<file path="config.mk">
export PLATFORM = sky130hd
export DESIGN_NAME = printf_format_spec_parser_top
export DESIGN_NICKNAME = d
export VERILOG_FILES = /design/src/rtl/pfs_pkg.sv /design/src/rtl/pfs_step.sv /design/src/rtl/printf_format_spec_parser_top.sv
export SDC_FILE = /design/constraint.sdc
export NUM_CORES = 1
export LEC_CHECK = 0
export BUFFER_PORTS_ARGS = -buffer_cell sky130_fd_sc_hd__buf_2
export CAP_MARGIN = 10
export CORE_ASPECT_RATIO = 0.7
export CORE_MARGIN = 5
export CORE_UTILIZATION = 40
export DETAILED_ROUTE_END_ITERATION = 10
export PLACE_DENSITY = 0.66
export SYNTH_ARGS = -nofsm -noshare
export SYNTH_HDL_FRONTEND = slang
export SYNTH_SLANG_ARGS = --single-unit
</file>
<file path="constraint.sdc">
create_clock -name clk -period 7.55 [get_ports clk]
set_clock_uncertainty 0.15 [all_clocks]
set_input_delay 1.8875 -clock clk [delete_from_list [all_inputs] [get_ports clk]]
set_output_delay 1.8875 -clock clk [all_outputs]
set_load 0.05 [all_outputs]
</file>
<file path="src/rtl/pfs_pkg.sv">
// Shared types, character codes and helpers for the format specifier parser.
package pfs_pkg;

  localparam int NUM_BITS   = 16;
  localparam int COUNT_BITS = 16;

  localparam logic [NUM_BITS-1:0]   NUM_MAX   = '1;
  localparam logic [COUNT_BITS-1:0] COUNT_MAX = '1;

  // Character codes
  localparam logic [7:0] CH_PERCENT = 8'h25;
  localparam logic [7:0] CH_PLUS    = 8'h2B;
  localparam logic [7:0] CH_MINUS   = 8'h2D;
  localparam logic [7:0] CH_POUND   = 8'h23;
  localparam logic [7:0] CH_ZERO    = 8'h30;
  localparam logic [7:0] CH_NINE    = 8'h39;
  localparam logic [7:0] CH_SPACE   = 8'h20;
  localparam logic [7:0] CH_DOT     = 8'h2E;
  localparam logic [7:0] CH_LOW_H   = 8'h68;
  localparam logic [7:0] CH_LOW_L   = 8'h6C;
  localparam logic [7:0] CH_UP_L    = 8'h4C;
  localparam logic [7:0] CH_LOW_A   = 8'h61;
  localparam logic [7:0] CH_LOW_Z   = 8'h7A;
  localparam logic [7:0] CH_UP_A    = 8'h41;
  localparam logic [7:0] CH_UP_Z    = 8'h5A;

  // Result status codes
  localparam logic [1:0] ST_COMPLETE  = 2'd0;
  localparam logic [1:0] ST_MALFORMED = 2'd1;
  localparam logic [1:0] ST_END_CLEAN = 2'd2;
  localparam logic [1:0] ST_END_OPEN  = 2'd3;

  // Length modifier codes
  localparam logic [2:0] LEN_NONE  = 3'd0;
  localparam logic [2:0] LEN_HH    = 3'd1;
  localparam logic [2:0] LEN_H     = 3'd2;
  localparam logic [2:0] LEN_L     = 3'd3;
  localparam logic [2:0] LEN_LL    = 3'd4;
  localparam logic [2:0] LEN_BIG_L = 3'd5;

  // Flag bit positions
  localparam int FL_PLUS  = 0;
  localparam int FL_MINUS = 1;
  localparam int FL_POUND = 2;
  localparam int FL_ZERO  = 3;
  localparam int FL_SPACE = 4;

  typedef enum logic [6:0] {
    PH_IDLE  = 7'b0000001,
    PH_FLAGS = 7'b0000010,
    PH_WIDTH = 7'b0000100,
    PH_PREC  = 7'b0001000,
    PH_LEN_H = 7'b0010000,
    PH_LEN_L = 7'b0100000,
    PH_CONV  = 7'b1000000
  } phase_t;

  typedef struct packed {
    phase_t                phase;
    logic [4:0]            flags;
    logic [NUM_BITS-1:0]   width_acc;
    logic                  prec_seen;
    logic [NUM_BITS-1:0]   prec_acc;
    logic [2:0]            len_code;
    logic [COUNT_BITS-1:0] total;
  } parse_state_t;

  typedef struct packed {
    logic [1:0]  status;
    logic [4:0]  flags;
    logic [15:0] field_width;
    logic        has_precision;
    logic [15:0] precision_value;
    logic [2:0]  length_modifier;
    logic [7:0]  conversion;
    logic [15:0] valid_count;
  } result_t;

  // One decimal digit into a saturating accumulator: acc*10 + digit.
  function automatic logic [NUM_BITS-1:0] acc_digit(input logic [NUM_BITS-1:0] acc,
                                                    input logic [7:0] c);
    logic [NUM_BITS+3:0] wide;
    logic [NUM_BITS+3:0] sum;
    wide = {4'b0, acc};
    sum  = (wide << 3) + (wide << 1) + {{NUM_BITS{1'b0}}, c[3:0]};
    if (sum > {4'b0, NUM_MAX}) begin
      return NUM_MAX;
    end
    return sum[NUM_BITS-1:0];
  endfunction

endpackage

</file>
<file path="src/rtl/pfs_step.sv">
// Next-state and result logic for one character of the format text.
module pfs_step
  import pfs_pkg::*;
(
  input  parse_state_t st,
  input  logic [7:0]   character,
  input  logic         end_of_text,
  output parse_state_t nxt,
  output logic         emit,
  output result_t      res
);

  logic       is_digit;
  logic       is_alpha;
  logic [4:0] flag_bit;
  logic       ph_idle, ph_flags, ph_width, ph_prec, ph_len_h, ph_len_l;
  logic       eff_width;
  logic [COUNT_BITS-1:0] total_inc;

  assign is_digit = character inside {[CH_ZERO:CH_NINE]};
  assign is_alpha = character inside {[CH_LOW_A:CH_LOW_Z], [CH_UP_A:CH_UP_Z]};
  assign total_inc = (st.total < COUNT_MAX) ? st.total + 1'b1 : st.total;

  always_comb begin
    case (character)
      CH_PLUS:  flag_bit = 5'b1 << FL_PLUS;
      CH_MINUS: flag_bit = 5'b1 << FL_MINUS;
      CH_POUND: flag_bit = 5'b1 << FL_POUND;
      CH_ZERO:  flag_bit = 5'b1 << FL_ZERO;
      CH_SPACE: flag_bit = 5'b1 << FL_SPACE;
      default:  flag_bit = 5'b0;
    endcase
  end

  always_comb begin
    ph_idle  = 1'b0;
    ph_flags = 1'b0;
    ph_width = 1'b0;
    ph_prec  = 1'b0;
    ph_len_h = 1'b0;
    ph_len_l = 1'b0;
    case (st.phase)
      PH_FLAGS: ph_flags = 1'b1;
      PH_WIDTH: ph_width = 1'b1;
      PH_PREC:  ph_prec  = 1'b1;
      PH_LEN_H: ph_len_h = 1'b1;
      PH_LEN_L: ph_len_l = 1'b1;
      PH_CONV:  ;
      default:  ph_idle  = 1'b1;
    endcase
  end

  // A non-flag character in the flag phase is handled as if in the width phase
  assign eff_width = (ph_flags && flag_bit == 5'b0) || ph_width;

  always_comb begin
    nxt  = st;
    emit = 1'b0;
    res.status          = ST_COMPLETE;
    res.flags           = st.flags;
    res.field_width     = 16'(st.width_acc);
    res.has_precision   = st.prec_seen;
    res.precision_value = 16'(st.prec_acc);
    res.length_modifier = st.len_code;
    res.conversion      = 8'h00;
    res.valid_count     = 16'(st.total);

    if (end_of_text) begin
      emit = 1'b1;
      if (ph_idle) begin
        res.status          = ST_END_CLEAN;
        res.flags           = 5'b0;
        res.field_width     = 16'h0000;
        res.has_precision   = 1'b0;
        res.precision_value = 16'h0000;
        res.length_modifier = LEN_NONE;
      end else begin
        res.status = ST_END_OPEN;
      end
      nxt.phase     = PH_IDLE;
      nxt.flags     = 5'b0;
      nxt.width_acc = '0;
      nxt.prec_seen = 1'b0;
      nxt.prec_acc  = '0;
      nxt.len_code  = LEN_NONE;
      nxt.total     = '0;
    end else if (ph_idle) begin
      nxt.phase = PH_IDLE;
      if (character == CH_PERCENT) begin
        nxt.phase     = PH_FLAGS;
        nxt.flags     = 5'b0;
        nxt.width_acc = '0;
        nxt.prec_seen = 1'b0;
        nxt.prec_acc  = '0;
        nxt.len_code  = LEN_NONE;
      end
    end else if (ph_flags && flag_bit != 5'b0) begin
      nxt.flags = st.flags | flag_bit;
    end else if (eff_width && is_digit) begin
      nxt.width_acc = acc_digit(st.width_acc, character);
      nxt.phase     = PH_WIDTH;
    end else if (eff_width && character == CH_DOT) begin
      nxt.prec_seen = 1'b1;
      nxt.prec_acc  = '0;
      nxt.phase     = PH_PREC;
    end else if (ph_prec && is_digit) begin
      nxt.prec_acc = acc_digit(st.prec_acc, character);
    end else if ((eff_width || ph_prec) && character == CH_LOW_H) begin
      nxt.len_code = LEN_H;
      nxt.phase    = PH_LEN_H;
    end else if ((eff_width || ph_prec) && character == CH_LOW_L) begin
      nxt.len_code = LEN_L;
      nxt.phase    = PH_LEN_L;
    end else if ((eff_width || ph_prec) && character == CH_UP_L) begin
      nxt.len_code = LEN_BIG_L;
      nxt.phase    = PH_CONV;
    end else if (ph_len_h && character == CH_LOW_H) begin
      nxt.len_code = LEN_HH;
      nxt.phase    = PH_CONV;
    end else if (ph_len_l && character == CH_LOW_L) begin
      nxt.len_code = LEN_LL;
      nxt.phase    = PH_CONV;
    end else begin
      // Specifier ends here, complete or malformed; drop the gathered fields
      emit          = 1'b1;
      nxt.flags     = 5'b0;
      nxt.width_acc = '0;
      nxt.prec_seen = 1'b0;
      nxt.prec_acc  = '0;
      nxt.len_code  = LEN_NONE;
      if (is_alpha) begin
        res.status      = ST_COMPLETE;
        res.conversion  = character;
        res.valid_count = 16'(total_inc);
        nxt.total       = total_inc;
        nxt.phase       = PH_IDLE;
      end else begin
        res.status = ST_MALFORMED;
        nxt.phase  = (character == CH_PERCENT) ? PH_FLAGS : PH_IDLE;
      end
    end
  end

endmodule

</file>
<file path="src/rtl/printf_format_spec_parser_top.sv">
// Top level of the printf format specifier parser: input stage, state and result register.
// A character is first registered in the input stage; its result is then loaded into the
// result register that drives out_*, and a waiting result can hold it in the input stage.
// Throughput: one character per cycle when not stalled; the only loop is the parse state
// update in pfs_step. The input stage holds one character while a finished result waits,
// so the input keeps moving for characters that produce no result.
// Reset (rst_n low, synchronous): parse state idle, counters zero, both stages empty.
module printf_format_spec_parser_top
  import pfs_pkg::*;
(
  input  logic        clk,
  input  logic        rst_n,

  input  logic        in_valid,
  output logic        in_stall,
  input  logic [7:0]  in_character,
  input  logic        in_end_of_text,

  output logic        out_valid,
  input  logic        out_stall,
  output logic [1:0]  out_status,
  output logic        out_flag_plus,
  output logic        out_flag_minus,
  output logic        out_flag_pound,
  output logic        out_flag_zero,
  output logic        out_flag_space,
  output logic [15:0] out_field_width,
  output logic        out_has_precision,
  output logic [15:0] out_precision_value,
  output logic [2:0]  out_length_modifier,
  output logic [7:0]  out_conversion,
  output logic [15:0] out_valid_count
);

  // Input stage
  logic       s1_valid_r, s1_valid_nxt;
  logic [7:0] s1_char_r;
  logic       s1_eot_r;

  // Parse state
  parse_state_t state_r, state_nxt;

  // Result register
  logic    out_valid_r, out_valid_nxt;
  result_t res_r;

  // Step logic outputs
  parse_state_t step_nxt;
  logic         step_emit;
  result_t      step_res;

  logic in_take;
  logic s1_fire;
  logic out_take;

  pfs_step u_step (
    .st          (state_r),
    .character   (s1_char_r),
    .end_of_text (s1_eot_r),
    .nxt         (step_nxt),
    .emit        (step_emit),
    .res         (step_res)
  );

  // The staged character advances unless it has a result and the result
  // register is full and stalled.
  assign out_take = out_valid_r && !out_stall;
  assign s1_fire  = s1_valid_r && (!step_emit || !out_valid_r || !out_stall);
  assign in_stall = s1_valid_r && !s1_fire;
  assign in_take  = in_valid && !in_stall;

  always_comb begin
    s1_valid_nxt = s1_valid_r;
    if (in_take) begin
      s1_valid_nxt = 1'b1;
    end else if (s1_fire) begin
      s1_valid_nxt = 1'b0;
    end
  end

  always_comb begin
    state_nxt = s1_fire ? step_nxt : state_r;
  end

  always_comb begin
    out_valid_nxt = out_valid_r;
    if (s1_fire && step_emit) begin
      out_valid_nxt = 1'b1;
    end else if (out_take) begin
      out_valid_nxt = 1'b0;
    end
  end

  always_ff @(posedge clk) begin
    if (!rst_n) begin
      s1_valid_r        <= 1'b0;
      out_valid_r       <= 1'b0;
      state_r.phase     <= PH_IDLE;
      state_r.flags     <= 5'b0;
      state_r.width_acc <= '0;
      state_r.prec_seen <= 1'b0;
      state_r.prec_acc  <= '0;
      state_r.len_code  <= LEN_NONE;
      state_r.total     <= '0;
    end else begin
      s1_valid_r  <= s1_valid_nxt;
      out_valid_r <= out_valid_nxt;
      state_r     <= state_nxt;
    end
  end

  // Payload registers: load on transfer, hold otherwise
  always_ff @(posedge clk) begin
    if (in_take) begin
      s1_char_r <= in_character;
      s1_eot_r  <= in_end_of_text;
    end
    if (s1_fire && step_emit) begin
      res_r <= step_res;
    end
  end

  assign out_valid           = out_valid_r;
  assign out_status          = res_r.status;
  assign out_flag_plus       = res_r.flags[FL_PLUS];
  assign out_flag_minus      = res_r.flags[FL_MINUS];
  assign out_flag_pound      = res_r.flags[FL_POUND];
  assign out_flag_zero       = res_r.flags[FL_ZERO];
  assign out_flag_space      = res_r.flags[FL_SPACE];
  assign out_field_width     = res_r.field_width;
  assign out_has_precision   = res_r.has_precision;
  assign out_precision_value = res_r.precision_value;
  assign out_length_modifier = res_r.length_modifier;
  assign out_conversion      = res_r.conversion;
  assign out_valid_count     = res_r.valid_count;

  // The end of the text always leaves the running count cleared
  a_eot_clears_count: assert property (@(posedge clk) disable iff (!rst_n)
    s1_fire && s1_eot_r |=> state_r.total == '0)
    else $error("count not cleared after end of text");

  // Never overwrite a result that is still waiting to be taken
  a_no_overwrite: assert property (@(posedge clk) disable iff (!rst_n)
    s1_fire && step_emit |-> !out_valid_r || !out_stall)
    else $error("result register overwritten while stalled");

  // The count only moves by one on a transfer, or is cleared at end of text
  a_count_step: assert property (@(posedge clk) disable iff (!rst_n)
    $past(rst_n) && state_r.total != $past(state_r.total) |->
      $past(s1_fire) && ($past(s1_eot_r) ||
                         state_r.total == COUNT_BITS'($past(state_r.total) + 1'b1)))
    else $error("valid count changed unexpectedly");

endmodule
</file>
== Word-level counts from Yosys, hierarchy flattened ==
Cells that the tools add are included.
Storage, ports and cells
  register bits after elaboration: 142
  input bits: 13
  output and inout port bits: 69
  logic and storage cells: 248
Operators by class
  $add $sub $neg: 5
  magnitude comparators: 9
  equal/unequal tests: 56
  muxes and demuxes: 112
  bitwise gates (word level): 3
  reduce and logical (&&, ||, !) cells: 44
Operators by type and width (number)
  38-bit two-way mux: 11
  16-bit two-way mux: 26
  4-bit by 3-bit inequality test with 1-bit output (second input constant): 21
  41-bit two-way mux: 2
  64-bit two-way mux: 1
  7-bit two-way mux: 9
  8-bit by 6-bit equality test with 1-bit output (second input constant): 7
  52-bit two-way mux: 1
  48-bit two-way mux: 1
  43-bit two-way mux: 1
  19-bit by 17-bit adder with 20-bit output: 2
  20-bit by 4-bit adder with 20-bit output: 2
  20-bit by 16-bit > comparator with 1-bit output (second input constant): 2
  19-bit two-way mux: 2
  36-bit two-way mux: 1
  1-bit two-way mux: 35
  5-bit by 3-bit inequality test with 1-bit output (second input constant): 6
  10-bit AND reduction: 3
  29-bit two-way mux: 1
  5-bit one-hot mux with 5 select lines: 1
  8-bit by 7-bit equality test with 1-bit output (second input constant): 3
  2-bit two-way mux: 11
  21-bit two-way mux: 1
  1-bit logical AND: 18
  31 further kinds: 61

== Longest topological paths before layout ==
Gate-level depths: netlist of the first run.
  depth after elaboration: 25
  depth in mapped cells: 13
  mapped depth without buffers: 12

== Modules after synthesis ==
From an unflattened synthesis of the first run, not the netlist that was laid out.
Unflattened totals
  cells, all modules: 1022
  area, all modules: 9521.6 um^2
Modules (own cells, without submodules)
  printf_format_spec_parser_top: times used 1, cells each 364, area each 4978.5 um^2, seq. area each 3603.5 um^2
  pfs_step: times used 1, cells each 658, area each 4543.1 um^2, seq. area each 0.0 um^2

== Worst setup path after synthesis of the first run ==
Ideal clock, no wire load.
  kind: input port to flip-flop
  start point: in out_stall
  end point: reg res_r (netlist bit out_conversion[0]), enable pin
  library setup time: 0.492 ns
  data arrival time: 5.176 ns
  data required time: 6.908 ns
  slack: 1.731 ns
  stages on the path: 3
  path buffers: 0
  cells stage by stage: nand2_1 -> nand2_1 -> nor2_1
On the way
  word-level cells in the longest chain between the ends: 4
RTL lines
  start: declaration: line printf_format_spec_parser_top.sv:20  | input logic out_stall,
  1-bit logical NOT: line printf_format_spec_parser_top.sv:68  | assign s1_fire = s1_valid_r && (!step_emit || !out_valid_r || !out_stall);
  1-bit logical OR: line printf_format_spec_parser_top.sv:68
  1-bit logical AND: line printf_format_spec_parser_top.sv:68
  1-bit logical AND: line printf_format_spec_parser_top.sv:118  | if (s1_fire && step_emit) begin
  end signal: assignment: line printf_format_spec_parser_top.sv:119  | res_r <= step_res;
  end: declaration: line printf_format_spec_parser_top.sv:45  | result_t res_r;
Every way passes these cells.
A chain may end at the register's enable or synchronous reset.

== Worst setup path after layout of the first run ==
  start point: reg s1_char_r[3]
  end point: out in_stall
On the way
  word-level cells in the longest chain between the ends: 22
  elaborated cells on any way between the ends: 44
  classes of those cells: order compare (2); eq/ne (9); mux (12); reduce/logical (21)
RTL lines
  start: declaration: line printf_format_spec_parser_top.sv:37  | logic [7:0] s1_char_r;
  start signal: assignment: line printf_format_spec_parser_top.sv:115  | s1_char_r <= in_character;
  8-bit by 6-bit equality test with 1-bit output: line pfs_step.sv:25  | case (character)
  5-bit one-hot mux with 5 select lines: line pfs_step.sv:25
  5-bit logical NOT: line pfs_step.sv:54  | assign eff_width = (ph_flags && flag_bit == 5'b0) || ph_width;
  1-bit logical AND: line pfs_step.sv:54
  1-bit logical OR: line pfs_step.sv:54
  1-bit logical OR: line pfs_step.sv:108, pfs_step.sv:111, pfs_step.sv:114
  1-bit logical AND: line pfs_step.sv:114  | end else if ((eff_width || ph_prec) && character == CH_UP_L) begin
  1-bit two-way mux: line pfs_step.sv:114
  (+5 left out)
  1-bit two-way mux (*): line pfs_step.sv:97  | end else if (ph_flags && flag_bit != 5'b0) begin
  1-bit two-way mux (*): line pfs_step.sv:87  | end else if (ph_idle) begin
  1-bit two-way mux (*): line pfs_step.sv:68  | if (end_of_text) begin
  1-bit logical NOT (*): line printf_format_spec_parser_top.sv:68
  1-bit logical OR (*) (2 in a row): line printf_format_spec_parser_top.sv:68
  1-bit logical AND (*): line printf_format_spec_parser_top.sv:68
  1-bit logical NOT (*): line printf_format_spec_parser_top.sv:69  | assign in_stall = s1_valid_r && !s1_fire;
  1-bit logical AND (*): line printf_format_spec_parser_top.sv:69
  end: declaration: line printf_format_spec_parser_top.sv:15  | output logic in_stall,
Mark *: on every way between the ends. The rest lies on a longest branch, timed or not.

==> flow_results.org, run 1 <==
** Final layout
- Synth-to-Final Area Change :: 14.68%
- Number of nets in the finished design :: 941
- Summed area of non-filler cells in the final layout :: 9298 um^2
- Fillers :: 1910
- For this run, the number of standard cells in the final layout without fillers is 1144.
- Utilization after layout :: 0.4683
- Number of antenna cells inserted :: 0
- In the final layout, the share of cells above drive strength 1 is 0.1636.

** Yosys
- Top cells by area, synth :: sky130_fd_sc_hd__edfxtp_1 (28%), sky130_fd_sc_hd__dfxtp_1 (16%), sky130_fd_sc_hd__ha_1 (9.7%), sky130_fd_sc_hd__and2_1 (3.9%), sky130_fd_sc_hd__nor2_1 (3.1%)
- Fraction of synthesized cell area taken by the top area cell type :: 0.2815
- Counting flops and latches in the post-synthesis netlist gives 142.
- Share of the yosys chip area belonging to registers :: 0.4444
- Primary flip-flop cell chosen by synthesis mapping :: sky130_fd_sc_hd__edfxtp_1
- Counting every net in the synthesized netlist gives 871.
- Synth warnings :: 0
- Summed over all instances, the cell type with the most area after synthesis is sky130_fd_sc_hd__edfxtp_1.
- Number of instances in the synthesized netlist :: 791
- Netlist area before placement :: 8108 um^2
- Number of different library cells in the post-synthesis netlist :: 84
- Number of enable flip-flop cells after synthesis :: 76
- Post-synthesis average cell area :: 10.25 um^2
- Post-synthesis async set-or-reset flop share :: 0

** Drt
- Post-DR vias/cell :: 5.497
- The first routing iteration left 441 violations.
- For this block, the routed nets add up to 19.34 mm of wire.
- For this run, design rule violations remaining after detail routing come to 0.
- DRT antenna net count :: 0
- Summing over every cut layer, the via total after detailed routing is 6289.
- The pre-antenna-repair detailed-routing pass consisted of 4 iterations.
- After detailed routing, the average wire length per cell comes to 16.90 um.

** Clock tree
- Skew-Pair Late Insertion Delay :: 0.43 ns
- No sink is reached through more buffers than the 2 on the longest clock path.
- Number of H-tree levels :: 4
- CTS Root Buffer Type :: sky130_fd_sc_hd__clkbuf_16
- CTS tree :: yes
- Clock sink count :: 142
- After clock tree synthesis, the flow added hold-fix buffers numbering 0.
- Setup Buffers After CTS :: 0
- Inserted Clock Buffers :: 17
- Number of cells upsized or downsized after cts :: 0
- Clock transition at path regs :: 0.06 ns

** Floorplanning
- Starting density of the core :: 0.4084
- The core region is 19850 um^2.
- Die H :: 129.1 um
- Row generation in the floorplan step produced 43 rows.
- The die is 180.2 um wide.
- Floorplan die area :: 23260 um^2
- 82 I/O pins were placed.

** Global route
- Congestion Overflow GR :: 0
- The number of global-route vias before repair came to 5852.
- The first global-routing pass estimated 31.15 mm of wire.
- Entering global routing, the biggest net connects 55 pins.
- Aggregate global-route resource usage :: 0.1652
- The number of antenna violations at the first check in global routing came to 0.

** Worst setup path
- At the worst endpoint, the required time is 5.51 ns.
- Along the worst path, the maximum fanout reaches 17.
- Endpoint kind of the worst setup timing path :: output pin
- Startpoint Class :: register
- At the worst endpoint, the arrival time is 3.61 ns.
- The critical path in this run is classified as reg2out.

** Power
- Summed over all cells, the static leakage comes to 3.746 nW.
- Power density over cell area :: 189.1 nW/um^2
- Across the VDD grid, the largest voltage drop is 0.0001268 V.
- Power, Total :: 1.758 mW

** Placement
- Last weighted congestion value of the routability-driven placer :: 0.8975
- Input and output buffers added on the ports amount to 81.
- Once placement completed, the tool counted placed cells totaling 1112.
- Prior to clock tree synthesis, the placed netlist has a worst setup slack of 2.372 ns.
- Summing all placed instances gives a cell area of 8722 um^2.
- Detailed placement ended at an HPWL of 13.76 mm.

** Flow run
- Across the run, the number of max-cap violations was 0.

** Timing
- Least setup slack across all paths after layout :: 1.900 ns
- Worst slew margin :: 0.3678
- In the finished design, the share of the clock period the worst path needs comes to 0.7483.
- Setup repair after global routing left no endpoint under its margin.
- Final Critical Period :: 5.650 ns
- Final number of setup-violating endpoints :: 0
- Worst hold margin :: 0.3263 ns
- At the pin with the least slew margin, the transition time is 0.9464 ns.
- Setup total negative slack :: 0 ns
- Timing-limited maximum frequency :: 177.0 MHz
- Hold violation count in the final report :: 0
- Pins Over Slew Limit :: 0

** Run status
- The flow ran to the end, and the final reports show no timing, DRC or antenna violations.

** Hold path
- Min-Delay Path Class :: reg2reg
==> critical path, cell delays in order, from the launching register on <==
cell                        delay (ns)
sky130_fd_sc_hd__edfxtp_1         0.66
sky130_fd_sc_hd__or4_1            0.64
sky130_fd_sc_hd__o211ai_1         0.22
sky130_fd_sc_hd__a2bb2oi_1        0.43
sky130_fd_sc_hd__o32ai_4          0.25
sky130_fd_sc_hd__o31a_1           0.38
sky130_fd_sc_hd__nor3_1           0.27
sky130_fd_sc_hd__buf_2            0.33
==> flip-flops by register name (all words and copies together) (netlist names) <==
| register | cells |
|---|---|
| state_r | 64 |
| out_field_width | 16 |
| out_precision_value | 16 |
| out_valid_count | 16 |
| out_conversion | 8 |
| s1_char_r | 8 |
| out_length_modifier | 3 |
| out_status | 2 |
| out_flag_minus | 1 |
| out_flag_plus | 1 |
| out_flag_pound | 1 |
| out_flag_space | 1 |
| out_flag_zero | 1 |
| out_has_precision | 1 |
| out_valid | 1 |
| s1_eot_r | 1 |
| s1_valid_r | 1 |
==> placed cells by master, fill, tap and decap left out, types with 5 or more instances in the layout <==
cell type / n
sky130_fd_sc_hd__buf_2: 81
sky130_fd_sc_hd__edfxtp_1: 76
sky130_fd_sc_hd__dfxtp_1: 66
sky130_fd_sc_hd__nor2_1: 65
sky130_fd_sc_hd__ha_1: 63
sky130_fd_sc_hd__and2_1: 50
sky130_fd_sc_hd__a21oi_1: 48
sky130_fd_sc_hd__nand2_1: 40
sky130_fd_sc_hd__nor3_1: 34
sky130_fd_sc_hd__o2bb2ai_1: 23
sky130_fd_sc_hd__o21ai_0: 22
sky130_fd_sc_hd__inv_1: 21
sky130_fd_sc_hd__nand3_1: 20
sky130_fd_sc_hd__xnor2_1: 20
sky130_fd_sc_hd__clkbuf_16: 17
sky130_fd_sc_hd__or3_1: 15
sky130_fd_sc_hd__o21a_1: 12
sky130_fd_sc_hd__a31oi_1: 11
sky130_fd_sc_hd__xor2_1: 10
sky130_fd_sc_hd__nand4_1: 9
sky130_fd_sc_hd__a21o_1: 9
sky130_fd_sc_hd__a221o_1: 9
sky130_fd_sc_hd__nor2b_1: 8
sky130_fd_sc_hd__nor3b_1: 8
sky130_fd_sc_hd__nand2b_1: 8
sky130_fd_sc_hd__and3_1: 7
sky130_fd_sc_hd__a21boi_0: 7
sky130_fd_sc_hd__a41oi_1: 5
==> layout make-up <==
class / count / area (um^2) / area share
clock buffer: 19 / 442.9 / 0.04764
timing repair buffer: 85 / 435.4 / 0.04683
sequential: 142 / 3603 / 0.3876
tap: 270 / 337.8 / 0.03633
multi-input combinational: 594 / 4267 / 0.4589
inverter: 21 / 78.83 / 0.008478
clock inverter: 13 / 132.6 / 0.01426
==> cells in the mapped netlist (5+ instances only) <==
cell / instances
sky130_fd_sc_hd__a31oi_1: 11
sky130_fd_sc_hd__a21boi_0: 7
sky130_fd_sc_hd__xnor2_1: 20
sky130_fd_sc_hd__nor2b_1: 8
sky130_fd_sc_hd__nor3_1: 34
sky130_fd_sc_hd__nor3b_1: 8
sky130_fd_sc_hd__nand4_1: 9
sky130_fd_sc_hd__clkbuf_1: 24
sky130_fd_sc_hd__nand2_1: 40
sky130_fd_sc_hd__and3_1: 7
sky130_fd_sc_hd__nor2_1: 66
sky130_fd_sc_hd__dfxtp_1: 66
sky130_fd_sc_hd__inv_1: 21
sky130_fd_sc_hd__and2_1: 50
sky130_fd_sc_hd__o2bb2ai_1: 23
sky130_fd_sc_hd__a41oi_1: 5
sky130_fd_sc_hd__xor2_1: 10
sky130_fd_sc_hd__o21ai_0: 22
sky130_fd_sc_hd__or3_1: 15
sky130_fd_sc_hd__ha_1: 63
sky130_fd_sc_hd__a21o_1: 9
sky130_fd_sc_hd__edfxtp_1: 76
sky130_fd_sc_hd__o21a_1: 12
sky130_fd_sc_hd__a21oi_1: 48
sky130_fd_sc_hd__a221o_1: 9
sky130_fd_sc_hd__nand3_1: 20
sky130_fd_sc_hd__nand2b_1: 8
==> where the power goes <==
part	switching [mW]	total (mW)	internal (mW)
clock	0.348	0.817	0.469
sequential	0.0125	0.838	0.825
combinational	0.0802	0.104	0.0233
total	0.441	1.76	1.32
==> worst paths after layout <==
path,start,endpoint,slack (ns),depth (start not counted)
max,s1_char_r[3]$_DFFE_PP_,in_stall,1.90,7
min,state_r[54]$_SDFFE_PN0P_,state_r[54]$_SDFFE_PN0P_,0.33,2
max reg2reg,s1_char_r[3]$_DFFE_PP_,state_r[34]$_SDFFE_PN0P_,3.12,11
min reg2reg,state_r[54]$_SDFFE_PN0P_,state_r[54]$_SDFFE_PN0P_,0.33,2
==> layer usage <==
| layer | wire (um) | share of wire | track usage | vias up |
|---|---|---|---|---|
| met5 | 0 | 0 | 0 | - |
| met4 | 168 | 0.0087 | 0.04756 | 0 |
| met3 | 992 | 0.051 | 0.03704 | 15 |
| met2 | 8084 | 0.42 | 0.2314 | 145 |
| met1 | 10090 | 0.52 | 0.2543 | 3012 |
| li1 | - | - | - | 3117 |
==> logic make-up (layout without fill, tap and decap cells) <==
kind of cell	after synthesis	after routing	synth area share
compound gates	195	195	0.1801
xor+xnor	30	30	0.03241
fa+ha+maj	67	67	0.1071
buf+inv	55	138	0.03025
flops	142	142	0.4444
mux	4	4	0.005864
other cells	1	1	0.0004625
simple gates	297	297	0.1994
No activity file was read; power rests on OpenSTA's default activity.
==> inputs of run 2 (changes only) <==
clock period = 5.2 ns   (was 7.55 ns; I/O delays follow)
==> run 2 against run 1 <==
Compared with the run above:
- sequential power grew 44%
- hold slack worse by 0.0013 ns
- register-to-register slack lost 2.3 ns
- worst setup slack worse by 1.7 ns
- non-clock buffer count increased by 5
- critical path depth stayed put
- global-route usage is 0.87 points higher
- via count rose by 1.8%
- design area rose by 0.85%
- final cell count is 0.44% higher
- total power is 50% higher
==> flow_results.org, run 2 (same netlist as run 1, synthesis figures left out) <==
** Final layout
- Summed area of non-filler cells in the final layout :: 9376 um^2
- From synthesis to final layout, the design area changed by 15.65%.
- Register with the highest flop count :: state_r
- Of the cells placed in the final design, the portion with a size suffix greater than 1 is 0.1650.
- In the final layout, the multi-input gates occupy 4267 um^2.
- The library cells used most frequently in the layout, excluding fill and tap cells, are sky130_fd_sc_hd__buf_2 (81), sky130_fd_sc_hd__edfxtp_1 (76), sky130_fd_sc_hd__dfxtp_1 (66).
- Most common cell after layout, fill and taps aside :: sky130_fd_sc_hd__buf_2
- Once layout is complete, the cells apart from fillers number 1149.
- 0 antenna diodes ended up in the layout.
- Fillers :: 1807
- Number of nets in the finished design :: 946
- Across the whole layout, storage elements account for 3603 um^2.
- Flip-flop count of the largest register after layout :: 64

** Timing
- Once routing completed, OpenROAD measured the worst setup slack at 0.1897 ns.
- Pins Over Slew Limit :: 0
- Setup total negative slack :: 0 ns
- Of the available clock period, the critical path in the final layout requires 0.9635.
- In this run the tightest slew margin relative to its limit is 0.2810.
- Actual transition at the worst max-transition pin :: 1.064 ns
- For the finished layout, the period the worst path requires is 5.010 ns.
- Setup violations remaining at the end of the flow were counted as 0.
- The final count of hold timing violations came to 0.
- Timing-limited maximum frequency :: 199.6 MHz
- Unrepaired setup endpoints after global routing :: false

** Clock tree
- Clk buf depth :: 2
- Number of hold-repair buffers added at the cts stage :: 0
- After clock tree synthesis, the repair step resized 0 gates.
- In this run the number of H-tree levels came out at 4.
- CTS Root Buffer Type :: sky130_fd_sc_hd__clkbuf_16
- The clock drives 142 sinks.
- Once the clock tree was built, the setup fixing pass inserted 0 buffers.
- After clock tree synthesis, the clock-pin slew on the worst setup and hold paths is 0.06 ns.
- Inserted Clock Buffers :: 17
- Skew-Pair Late Insertion Delay :: 0.43 ns
- TritonCTS built the clock tree.

** Drt
- Wires add up to 19.85 mm.
- Routed len/inst :: 17.27 um
- Before antenna repair, the detailed router went through 5 iterations.
- After detailed routing, the number of vias per cell comes to 5.573.
- For this run, design rule violations remaining after detail routing come to 0.
- DRC violation total after the first TritonRoute iteration :: 594
- The count of nets left with antenna violations once routing finished came out at 0.
- Vias :: 6403

** Placement
- HPWL after DPL :: 13.93 mm
- At the end of routability-driven placement, the weighted congestion stood at 0.8986.
- Standard cell area after detailed placement :: 8772 um^2
- In this run the tool buffered the top-level ports with 81 buffer cells.
- At the placement stage, the worst setup path has a slack of 0.6637 ns.
- Placed cells :: 1117

** Power
- The share of total power dissipated in the clock network is 0.480.
- For this design the total switching power over the nets is 0.6160 mW.
- Power, Total :: 2.633 mW
- Fraction of power consumed by sequential logic :: 0.460
- Power density over cell area :: 280.8 nW/um^2
- The analysis attributes to cell leakage a power of 3.800 nW.
- Of the total power, the share spent switching nets is 0.2340.
- Cell-internal power :: 2.017 mW
- Of the total power, combinational logic draws 0.060.
- The worst-case IR drop observed on VDD is 0.0001935 V.

** Global route
- Congestion Overflow GR :: 0
- The first global-routing pass estimated 32.76 mm of wire.
- Pin count of the biggest net entering global routing :: 41
- Initial antenna violation count :: 0
- Number of global-route vias before repair :: 6002
- For this run, the total global-route usage over all layers was measured as 0.1739.

** Worst setup path
- Endpoint kind of the worst setup timing path :: output pin
- Reg-to-Reg Start :: s1_char_r[3]$_DFFE_PP_
- Setup slack, reg-to-reg :: 0.85 ns
- Data arrival time at the worst-slack endpoint :: 3.56 ns
- Data on the critical path is required at its endpoint by 3.75 ns.
- R2r endpoint :: state_r[31]$_SDFFE_PN0P_
- CP max FO :: 14
- Measured in cells, the most critical reg-to-reg path has a length of 11.
- The worst setup path is launched from a register.
- The worst setup path is of the reg2out kind.

** Floorplanning
- Starting density of the core :: 0.4084
- Chip width :: 180.2 um
- Number of placed I/O pins :: 82
- Die H :: 129.1 um
- The region available for standard cell placement spans 19850 um^2.
- The floorplan step defined a die boundary enclosing 23260 um^2.
- The floorplan has 43 rows.

** Hold path
- Hold path start :: state_r[35]$_SDFFE_PN0P_
- Counting instances, the worst hold path has a depth of 2.
- The worst hold path terminates at state_r[35]$_SDFFE_PN0P_.
- Min-Delay Path Class :: reg2reg

** Run status
- The run finished with clean final reports.

** Flow run
- Across the run, the number of max-cap violations was 0.
## run 2: cell type report
cell class,count,area share
multi-input cells,594,0.4550
clock buffers,23,0.04991
flip-flops and latches,142,0.3843
clock inverters,9,0.01454
repair buffers,90,0.05177
well taps,270,0.03603
inverters,21,0.008407
## run 2: through the flow
stage | hold slack, ns | util
after global routing | 0.3595 | 0.4723
after CTS | 0.3227 | 0.4723
after global placement | 0.3120 | 0.4419
after detailed placement | 0.3067 | 0.4419
after floorplan | 0.2785 | -
final | 0.3251 | 0.4723
## run 2: critical path, stage by stage, from the launching register on
cell and delay [ns]:
sky130_fd_sc_hd__edfxtp_1 0.58, sky130_fd_sc_hd__or4_1 0.60, sky130_fd_sc_hd__o211ai_1 0.23, sky130_fd_sc_hd__a2bb2oi_1 0.46, sky130_fd_sc_hd__o32ai_4 0.26, sky130_fd_sc_hd__o31a_1 0.39
sky130_fd_sc_hd__nor3_1 0.28, sky130_fd_sc_hd__buf_2 0.34
## run 2: how the worst max path moves through the flow
stage,startpoint,end,slack [ns],cells past startpoint
floorplan,state_r[62]$_SDFFE_PN0P_,in_stall,0.26,8
global placement,s1_char_r[1]$_DFFE_PP_,in_stall,0.75,7
detailed placement,s1_char_r[1]$_DFFE_PP_,in_stall,0.66,7
CTS,s1_char_r[1]$_DFFE_PP_,in_stall,0.20,7
global route,s1_char_r[1]$_DFFE_PP_,in_stall,0.02,7
finish,s1_char_r[1]$_DFFE_PP_,in_stall,0.19,7
## run 2: power by group through the flow
stage,clock (mW),combinational (mW),sequential [mW]
after floorplan,0,0.0623,1.28
after global placement,0,0.159,1.23
after detailed placement,0,0.158,1.23
after CTS,1.29,0.159,1.21
after global routing,1.34,0.169,1.21
final,1.26,0.158,1.21
## run 2: routing by layer
layer  vias to the layer above  part of all wire  global-route usage
met5                         -                 0                   0
met4                         0             0.012             0.04844
li1                       3136                 -                   -
met3                        19             0.069             0.04181
met2                       205              0.41              0.2413
met1                      3043              0.51              0.2681
